<file path="src/sv/assert_macros.svh">
// assertion macros used by the top-level rtl file
`ifndef ASSERT_MACROS_SVH
`define ASSERT_MACROS_SVH

// condition must hold at every clock edge outside reset
`define ASSERT_ALWAYS(label, clk, rst_n, cond) \
    label: assert property (@(posedge clk) disable iff (!rst_n) (cond)) \
        else $error("assertion failed: condition does not hold");

// consequent must hold in the same cycle as the antecedent
`define ASSERT_IMPLIES(label, clk, rst_n, ante, cons) \
    label: assert property (@(posedge clk) disable iff (!rst_n) (ante) |-> (cons)) \
        else $error("assertion failed: same-cycle implication");

// consequent must hold in the cycle after the antecedent
`define ASSERT_NEXT(label, clk, rst_n, ante, cons) \
    label: assert property (@(posedge clk) disable iff (!rst_n) (ante) |=> (cons)) \
        else $error("assertion failed: next-cycle implication");

`endif

</file>
<file path="src/sv/cssc_pkg.sv">
// shared constants and classification function for the color sensor sequencer
package cssc_pkg;

    // widths
    localparam int ELAPSED_BITS_DEF = 32;
    localparam int COUNTS_W         = 16;
    localparam int NUM_W            = 26;
    localparam int CODE_W           = 2;
    localparam int CFG_INDEX_W      = 2;

    // frequency arithmetic
    localparam logic [NUM_W-1:0] FREQ_MUL = NUM_W'(1000);
    localparam logic [NUM_W-1:0] FREQ_MAX = NUM_W'(65535000);

    // configuration register indexes
    localparam logic [CFG_INDEX_W-1:0] REG_WINDOW_COUNTS = 2'd0;
    localparam logic [CFG_INDEX_W-1:0] REG_FREQ_SCALE    = 2'd1;

    // filter channel codes
    localparam logic [CODE_W-1:0] CH_RED   = 2'd0;
    localparam logic [CODE_W-1:0] CH_BLUE  = 2'd1;
    localparam logic [CODE_W-1:0] CH_CLEAR = 2'd2;
    localparam logic [CODE_W-1:0] CH_GREEN = 2'd3;

    // class codes
    localparam logic [CODE_W-1:0] CLASS_NONE   = 2'd0;
    localparam logic [CODE_W-1:0] CLASS_BLUE   = 2'd1;
    localparam logic [CODE_W-1:0] CLASS_RED    = 2'd2;
    localparam logic [CODE_W-1:0] CLASS_PURPLE = 2'd3;

    // scale reset value: full scale
    localparam logic [CODE_W-1:0] SCALE_FULL = 2'd3;

    // classification thresholds
    localparam logic [NUM_W-1:0] BLUE_MIN_BLUE  = NUM_W'(60);
    localparam logic [NUM_W-1:0] BLUE_MAX_RED   = NUM_W'(20);
    localparam logic [NUM_W-1:0] RED_MIN_RED    = NUM_W'(35);
    localparam logic [NUM_W-1:0] RED_MAX_RED    = NUM_W'(50);
    localparam logic signed [NUM_W:0] RED_MAX_DIFF = (NUM_W+1)'(15);
    localparam logic [NUM_W-1:0] PUR_MIN_RED    = NUM_W'(10);
    localparam logic [NUM_W-1:0] PUR_MAX_RED    = NUM_W'(30);
    localparam logic signed [NUM_W:0] PUR_MIN_DIFF = (NUM_W+1)'(20);

    // first matching rule wins: blue, then red, then purple
    function automatic logic [CODE_W-1:0] classify(
        input logic [NUM_W-1:0] red,
        input logic [NUM_W-1:0] blue
    );
        logic signed [NUM_W:0] diff;
        logic [CODE_W-1:0]     cls;
        diff = $signed({1'b0, blue}) - $signed({1'b0, red});
        if (blue > BLUE_MIN_BLUE && red < BLUE_MAX_RED)
            cls = CLASS_BLUE;
        else if (red > RED_MIN_RED && red < RED_MAX_RED && diff < RED_MAX_DIFF)
            cls = CLASS_RED;
        else if (red > PUR_MIN_RED && red < PUR_MAX_RED && diff > PUR_MIN_DIFF)
            cls = CLASS_PURPLE;
        else
            cls = CLASS_NONE;
        return cls;
    endfunction

endpackage

</file>
<file path="src/sv/color_sensor_sequencer_classifier.sv">
// top level: sequencer, channel stores, classifier and output register
// Each accepted request is one finished sensor window; the block computes
// window_counts*1000/elapsed_us rounded down (65535000 for zero elapsed),
// stores it for the current filter channel, steps red, blue, green and
// reports the stored levels, the pin codes and the class. After acceptance
// a request passes through the start, divide and finish states before the
// next request can be accepted (divide is skipped when elapsed_us is zero);
// the shared restoring divider produces one of the 26 quotient bits per cycle.
// A finished result waits in the output register while the next request is
// taken; the result of that request is held back until the first is taken.
`include "assert_macros.svh"

module color_sensor_sequencer_classifier
    import cssc_pkg::*;
#(
    parameter int ELAPSED_BITS = ELAPSED_BITS_DEF
)
(
    input  logic                    clk,
    input  logic                    rst_n,
    // configuration write port
    input  logic                    cfg_we,
    input  logic [CFG_INDEX_W-1:0]  cfg_index,
    input  logic [COUNTS_W-1:0]     cfg_data,
    // request channel
    input  logic                    in_valid,
    output logic                    in_stall,
    input  logic [ELAPSED_BITS-1:0] elapsed_us,
    // result channel
    output logic                    out_valid,
    input  logic                    out_stall,
    output logic [CODE_W-1:0]       measured_channel,
    output logic [NUM_W-1:0]        measured_freq,
    output logic [NUM_W-1:0]        red_level,
    output logic [NUM_W-1:0]        blue_level,
    output logic [NUM_W-1:0]        green_level,
    output logic [CODE_W-1:0]       filter_pins,
    output logic [CODE_W-1:0]       scale_pins,
    output logic [CODE_W-1:0]       ball_class
);

    typedef enum logic [1:0] {
        S_IDLE,
        S_START,
        S_DIV,
        S_FIN
    } state_t;

    state_t                  state_reg;
    logic [COUNTS_W-1:0]     window_counts_reg;
    logic [CODE_W-1:0]       freq_scale_reg;
    logic [CODE_W-1:0]       channel_reg;
    logic [NUM_W-1:0]        red_store_reg;
    logic [NUM_W-1:0]        blue_store_reg;
    logic [NUM_W-1:0]        green_store_reg;
    logic [NUM_W-1:0]        num_reg;
    logic [ELAPSED_BITS-1:0] den_reg;
    logic [NUM_W-1:0]        freq_reg;
    logic                    out_valid_reg;
    logic [CODE_W-1:0]       meas_channel_reg;
    logic [NUM_W-1:0]        meas_freq_reg;

    logic             accept;
    logic             out_free;
    logic             fin_load;
    logic             div_start;
    logic             div_done;
    logic [NUM_W-1:0] div_quot;
    logic [NUM_W-1:0] num_next;

    // handshake decode
    assign accept    = in_valid && !in_stall;
    assign in_stall  = (state_reg != S_IDLE);
    assign out_free  = !out_valid_reg || !out_stall;
    assign fin_load  = (state_reg == S_FIN) && out_free;
    // divider only runs for a nonzero elapsed time
    assign div_start = (state_reg == S_START) && (den_reg != '0);

    // numerator scaled by 1000
    assign num_next = NUM_W'(window_counts_reg) * FREQ_MUL;

    // shared divider
    cssc_divider #(
        .ELAPSED_BITS (ELAPSED_BITS)
    ) u_div (
        .clk   (clk),
        .rst_n (rst_n),
        .start (div_start),
        .numer (num_reg),
        .denom (den_reg),
        .done  (div_done),
        .quot  (div_quot)
    );

    // configuration registers
    always_ff @(posedge clk or negedge rst_n)
    begin
        if (!rst_n)
        begin
            window_counts_reg <= '0;
            freq_scale_reg    <= SCALE_FULL;
        end
        else if (cfg_we)
        begin
            unique case (cfg_index)
                REG_WINDOW_COUNTS: window_counts_reg <= cfg_data;
                REG_FREQ_SCALE:    freq_scale_reg    <= cfg_data[CODE_W-1:0];
                default:           ;
            endcase
        end
    end

    // operands latched on acceptance
    always_ff @(posedge clk)
    begin
        if (accept)
        begin
            num_reg <= num_next;
            den_reg <= elapsed_us;
        end
    end

    // sequencer, channel stores and output register
    always_ff @(posedge clk or negedge rst_n)
    begin
        if (!rst_n)
        begin
            state_reg        <= S_IDLE;
            channel_reg      <= CH_RED;
            red_store_reg    <= '0;
            blue_store_reg   <= '0;
            green_store_reg  <= '0;
            out_valid_reg    <= 1'b0;
            freq_reg         <= '0;
            meas_channel_reg <= CH_RED;
            meas_freq_reg    <= '0;
        end
        else
        begin
            // result taken downstream
            if (out_valid_reg && !out_stall)
                out_valid_reg <= 1'b0;

            unique case (state_reg)
                S_IDLE:
                begin
                    if (accept)
                        state_reg <= S_START;
                end
                S_START:
                begin
                    // zero elapsed saturates without using the divider
                    if (den_reg == '0)
                    begin
                        freq_reg  <= FREQ_MAX;
                        state_reg <= S_FIN;
                    end
                    else
                    begin
                        state_reg <= S_DIV;
                    end
                end
                S_DIV:
                begin
                    if (div_done)
                    begin
                        freq_reg  <= div_quot;
                        state_reg <= S_FIN;
                    end
                end
                S_FIN:
                begin
                    if (out_free)
                    begin
                        unique case (channel_reg)
                            CH_RED:
                            begin
                                red_store_reg <= freq_reg;
                                channel_reg   <= CH_BLUE;
                            end
                            CH_BLUE:
                            begin
                                blue_store_reg <= freq_reg;
                                channel_reg    <= CH_GREEN;
                            end
                            CH_GREEN:
                            begin
                                green_store_reg <= freq_reg;
                                channel_reg     <= CH_RED;
                            end
                            default:
                            begin
                                // clear channel: nothing stored, channel holds
                            end
                        endcase
                        meas_channel_reg <= channel_reg;
                        meas_freq_reg    <= freq_reg;
                        out_valid_reg    <= 1'b1;
                        state_reg        <= S_IDLE;
                    end
                end
                default:
                begin
                    state_reg <= S_IDLE;
                end
            endcase
        end
    end

    // result outputs; stores only move when the output register loads
    assign out_valid        = out_valid_reg;
    assign measured_channel = meas_channel_reg;
    assign measured_freq    = meas_freq_reg;
    assign red_level        = red_store_reg;
    assign blue_level       = blue_store_reg;
    assign green_level      = green_store_reg;
    assign filter_pins      = channel_reg;
    assign scale_pins       = freq_scale_reg;
    assign ball_class       = classify(red_store_reg, blue_store_reg);

    // checks
    `ASSERT_IMPLIES(a_done_in_div, clk, rst_n, div_done, state_reg == S_DIV)
    `ASSERT_ALWAYS(a_never_clear, clk, rst_n, channel_reg != CH_CLEAR)
    `ASSERT_NEXT(a_result_loads, clk, rst_n, fin_load, out_valid_reg && (state_reg == S_IDLE))
    `ASSERT_NEXT(a_meas_channel, clk, rst_n, fin_load, meas_channel_reg == $past(channel_reg))

endmodule

</file>
<file path="src/sv/cssc_divider.sv">
// restoring divider, one quotient bit per cycle
module cssc_divider
    import cssc_pkg::*;
#(
    parameter int ELAPSED_BITS = ELAPSED_BITS_DEF
)
(
    input  logic                    clk,
    input  logic                    rst_n,
    input  logic                    start,
    input  logic [NUM_W-1:0]        numer,
    input  logic [ELAPSED_BITS-1:0] denom,
    output logic                    done,
    output logic [NUM_W-1:0]        quot
);

    localparam int CNT_W = $clog2(NUM_W + 1);
    localparam int CMP_W = (ELAPSED_BITS > NUM_W) ? ELAPSED_BITS : NUM_W + 1;

    logic                    busy_reg;
    logic                    done_reg;
    logic [CNT_W-1:0]        cnt_reg;
    logic [NUM_W-1:0]        num_reg;
    logic [NUM_W-1:0]        rem_reg;
    logic [ELAPSED_BITS-1:0] den_reg;

    logic [NUM_W:0]   shifted;
    logic [CMP_W-1:0] cmp_a;
    logic [CMP_W-1:0] cmp_b;
    logic [CMP_W-1:0] diff;
    logic             fits;
    logic [NUM_W-1:0] rem_next;
    logic [NUM_W-1:0] num_next;

    // one subtract and compare step
    always_comb
    begin
        shifted  = {rem_reg, num_reg[NUM_W-1]};
        cmp_a    = CMP_W'(shifted);
        cmp_b    = CMP_W'(den_reg);
        diff     = cmp_a - cmp_b;
        fits     = (cmp_a >= cmp_b);
        rem_next = fits ? diff[NUM_W-1:0] : shifted[NUM_W-1:0];
        num_next = {num_reg[NUM_W-2:0], fits};
    end

    // control: step counter and done pulse
    always_ff @(posedge clk or negedge rst_n)
    begin
        if (!rst_n)
        begin
            busy_reg <= 1'b0;
            done_reg <= 1'b0;
            cnt_reg  <= '0;
        end
        else if (start)
        begin
            busy_reg <= 1'b1;
            done_reg <= 1'b0;
            cnt_reg  <= CNT_W'(NUM_W);
        end
        else if (busy_reg)
        begin
            cnt_reg <= cnt_reg - CNT_W'(1);
            if (cnt_reg == CNT_W'(1))
            begin
                busy_reg <= 1'b0;
                done_reg <= 1'b1;
            end
        end
        else
        begin
            done_reg <= 1'b0;
        end
    end

    // datapath: dividend shifts out, quotient shifts in
    always_ff @(posedge clk)
    begin
        if (start)
        begin
            num_reg <= numer;
            den_reg <= denom;
            rem_reg <= '0;
        end
        else if (busy_reg)
        begin
            num_reg <= num_next;
            rem_reg <= rem_next;
        end
    end

    assign done = done_reg;
    assign quot = num_reg;

endmodule
</file>
<file path="config.mk">
export PLATFORM = sky130hd
export DESIGN_NAME = color_sensor_sequencer_classifier
export DESIGN_NICKNAME = d
export VERILOG_FILES = /design/src/sv/cssc_pkg.sv /design/src/sv/color_sensor_sequencer_classifier.sv /design/src/sv/cssc_divider.sv
export VERILOG_INCLUDE_DIRS = /design/src /design/src/sv
export SDC_FILE = /design/constraint.sdc
export NUM_CORES = 1
export LEC_CHECK = 0
export ABC_AREA = 1
export BUFFER_PORTS_ARGS = -buffer_cell sky130_fd_sc_hd__buf_2
export CORE_MARGIN = 5
export CORE_UTILIZATION = 55
export DETAILED_ROUTE_END_ITERATION = 8
export GPL_ROUTABILITY_DRIVEN = 0
export GPL_TIMING_DRIVEN = 0
export HOLD_SLACK_MARGIN = 0.15
export PLACE_DENSITY = 0.78
export SLEW_MARGIN = 5
export SYNTH_ARGS = -nofsm -noshare
export SYNTH_HDL_FRONTEND = slang
export SYNTH_HIERARCHICAL = 1
export SYNTH_SLANG_ARGS = --single-unit
</file>
<file path="constraint.sdc">
create_clock -name clk -period 4.2 [get_ports clk]
set_input_delay 0.42 -clock clk [delete_from_list [all_inputs] [get_ports clk]]
set_output_delay 0.42 -clock clk [all_outputs]
set_load 0.05 [all_outputs]
</file>
==> impl_metrics.json <==
{
  "status": "finished with violations",
  "violations": "negative setup slack",
  "fin_nets": 2687,
  "synth-compound-area-share_pct": 8.39,
  "whs_ns": 0.168,
  "required_ns": 4.50,
  "rrSetupSlack_ns": -0.13,
  "cp_max_fo": 4,
  "die_h_um": 191,
  "grt_max_degree": 118,
  "drc_errors": 0,
  "grtUsageTotal_pct": 26.8,
  "netlist.area_leader.share_pct": 22.1,
  "layout_commonest_cell": "nand2_1",
  "yosys_warnings": 6,
  "wire_per_inst_um": 17.1,
  "syn_to_final_growth_pct": 20.3,
  "crit_type": "flip-flop to flip-flop",
  "fin_skew_ns": 0.0150,
  "reg2reg_from": "window_counts_reg[2]",
  "slew_headroom_pct": 39.5,
  "io_buffer_count": 168,
  "synth.area.top_cells": "dfrtp_1 22%, edfxtp_1 19%, nand2_1 13%",
  "root_buffer": "clkbuf_16",
  "setup_violations": 8,
  "drive_gt1_share_pct": 15.6,
  "stdcell_count": 2930,
  "clock_path_buffers": 3,
  "ys_types": 49,
  "synthXorXnorAreaFrac_pct": 1.84,
  "muxShareOfSynthArea_pct": 0.0623,
  "worstSetupEndpoint": "num_reg[20]",
  "worst_slew_pin_slew_ns": 0.908,
  "rows": 66,
  "synth-adder-area-share_pct": 14.0,
  "clock_latency_ns": 0.56,
  "syn_avg_cell_area_um2": 8.31,
  "grt_pass1_wl_mm": 79.0,
  "ys_ff_latch": 301,
  "cts_tree": "done",
  "yosysSeqAreaShare_pct": 44.1,
  "synth_largest_area_cell": "dfrtp_1",
  "clkTransAtPathRegs_ns": 0.06,
  "dp.cells": 2789,
  "grt_antenna_before_repair": 0,
  "drtPass1Iterations": 6,
  "r2r-end": "num_reg[20]",
  "start_util_pct": 55.7,
  "fin_crit_sh_pct": 103,
  "coreArea_um2": 32500,
  "cts_sinks": 301,
  "totalWireLength_mm": 50.0,
  "grt_remaining_overflow": 0,
  "hold_class": "primary input to flip-flop",
  "n_antenna_cell": 0,
  "timing.final.crit_period_ns": 4.33,
  "hold_violations": 0,
  "fillerInstances": 2559,
  "hold_path_depth": 3,
  "drt_iter0_drc": 1465,
  "routed_via_density": 5.43,
  "crit_path_end_kind": "flip-flop",
  "final_cell_mix": "619 x nand2_1, 346 x inv_1, 173 x o21ai_0",
  "synthesis.area_um2": 18100,
  "cts_buffers": 31,
  "die_w_um": 191,
  "grt_pass1_vias": 15400,
  "start_kind": "flip-flop",
  "dp_hpwl_mm": 36.4,
  "multi_input_area_um2": 8840,
  "pin_count": 169,
  "report.final.slew_viol_count": 0,
  "fin_setup_tns_ns": -0.705,
  "ant_nets": 0,
  "r2r_cells": 16,
  "synth_top_family_by_area": "simple AND/OR/NAND/NOR gates",
  "fin_ws_ns": -0.128,
  "synthCells": 2174,
  "ctsHtreeMaxLevel": 1,
  "fmax_ghz": 0.231,
  "yosys.area_share.simple_pct": 22.8,
  "cp-startpoint": "window_counts_reg[2]",
  "dr_total_vias": 15900,
  "cp.arrival_ns": 4.63,
  "timing.max_cap.violations": 0,
  "rsz0062_at_grt": "yes",
  "seq_area_um2": 7980,
  "dieArea_um2": 36600,
  "fin_util_pct": 67.0
}
-- stage by stage --
step                      worst slack, ns  area (um2)
after global placement              -1.56       19500
after floorplan                   -0.0318       18100
after CTS                         0.00249       21500
after detailed placement           -0.322       19600
final                              -0.128       21700
after global routing               -0.258       21700
-- cell families (layout without fill, tap and decap cells) --
kind of cell	after synthesis	in the layout
AND/OR/NAND/NOR	959	959
adder cells (fa/ha/maj)	169	169
AO/OA/AOI/OAI	288	288
flip-flops	301	301
multiplexers	1	1
other	1	3
buffers and inverters	417	729
XOR/XNOR	38	38
-- how the worst min path moves through the flow --
stage                            from               endpoint  slack (ns)
after global placement     den_reg[1]         u_div/cmp_b[1]        0.43
after CTS                 cfg_data[5]   window_counts_reg[5]        0.15
after global routing      cfg_data[5]   window_counts_reg[5]        0.18
after floorplan                 rst_n          blue_level[0]        0.12
after detailed placement        rst_n  window_counts_reg[13]        0.35
final                     cfg_data[5]   window_counts_reg[5]        0.17
-- worst max-delay path, cell delays in order (launching register included) --
cell      delay [ns]
dfrtp_2         0.44
fa_1            0.56
inv_2           0.05
fa_2            0.53
fa_1            0.43
fa_1            0.51
inv_2           0.05
ha_4            0.26
a21oi_2         0.15
nand2_2         0.10
a31oi_4         0.23
o21ai_4         0.12
a21boi_2        0.24
o21ai_2         0.11
nand2_1         0.07
nand2_1         0.06
xor2_1          0.15
-- area by class of cell --
| cell class | count | area share, % |
|---|---|---|
| Inverter | 371 | 6.43 |
| Tap cell | 442 | 2.54 |
| Clock inverter | 16 | 0.754 |
| Buffer | 46 | 0.892 |
| Sequential cell | 301 | 36.7 |
| Clock buffer | 42 | 4.29 |
| Timing Repair Buffer | 254 | 7.75 |
| Multi-Input combinational cell | 1458 | 40.6 |
-- repair_timing --
item | 4_1_cts | 5_1_grt
endpoints found under the setup margin | 9 | 43
resized for setup | 46 | 35
pin swaps | 24 | 31
hold buffers | 49 | 0
buffers inserted | 22 | 13
endpoints found under the hold margin | 95 | 0
-- cells in the mapped netlist (all sizes together) --
cell and number:
clkbuf 39, nand2 644, dfrtp 160, ha 113, inv 369, dfstp 2, nor3b 1, dfxtp 26
conb 1, a31oi 3, o22ai 1, a21o 2, nor4 20, mux2 1, a22oi 1, xor2 22
buf 7, or2 1, nand3 116, o21a 1, edfxtp 113, nor2 111, nor3 12, nand4 26
o2111a 1, a21boi 3, nand3b 22, o21ai 190, and2 4, xnor2 16, o21bai 7, o211ai 1
and3 2, fa 56, clkinv 2, a21oi 78
-- per-layer routing --
| layer | share of wire [%] | GRT usage (%) |
|---|---|---|
| met5 | 0 | 0 |
| met4 | 5.3 | 11.5 |
| met3 | 7.4 | 3.41 |
| met2 | 47 | 44.6 |
| met1 | 40 | 35.5 |
Power is left out: the tool's default activity adds up to more than one toggle a clock period on the data nets, which glitch-free logic cannot reach.
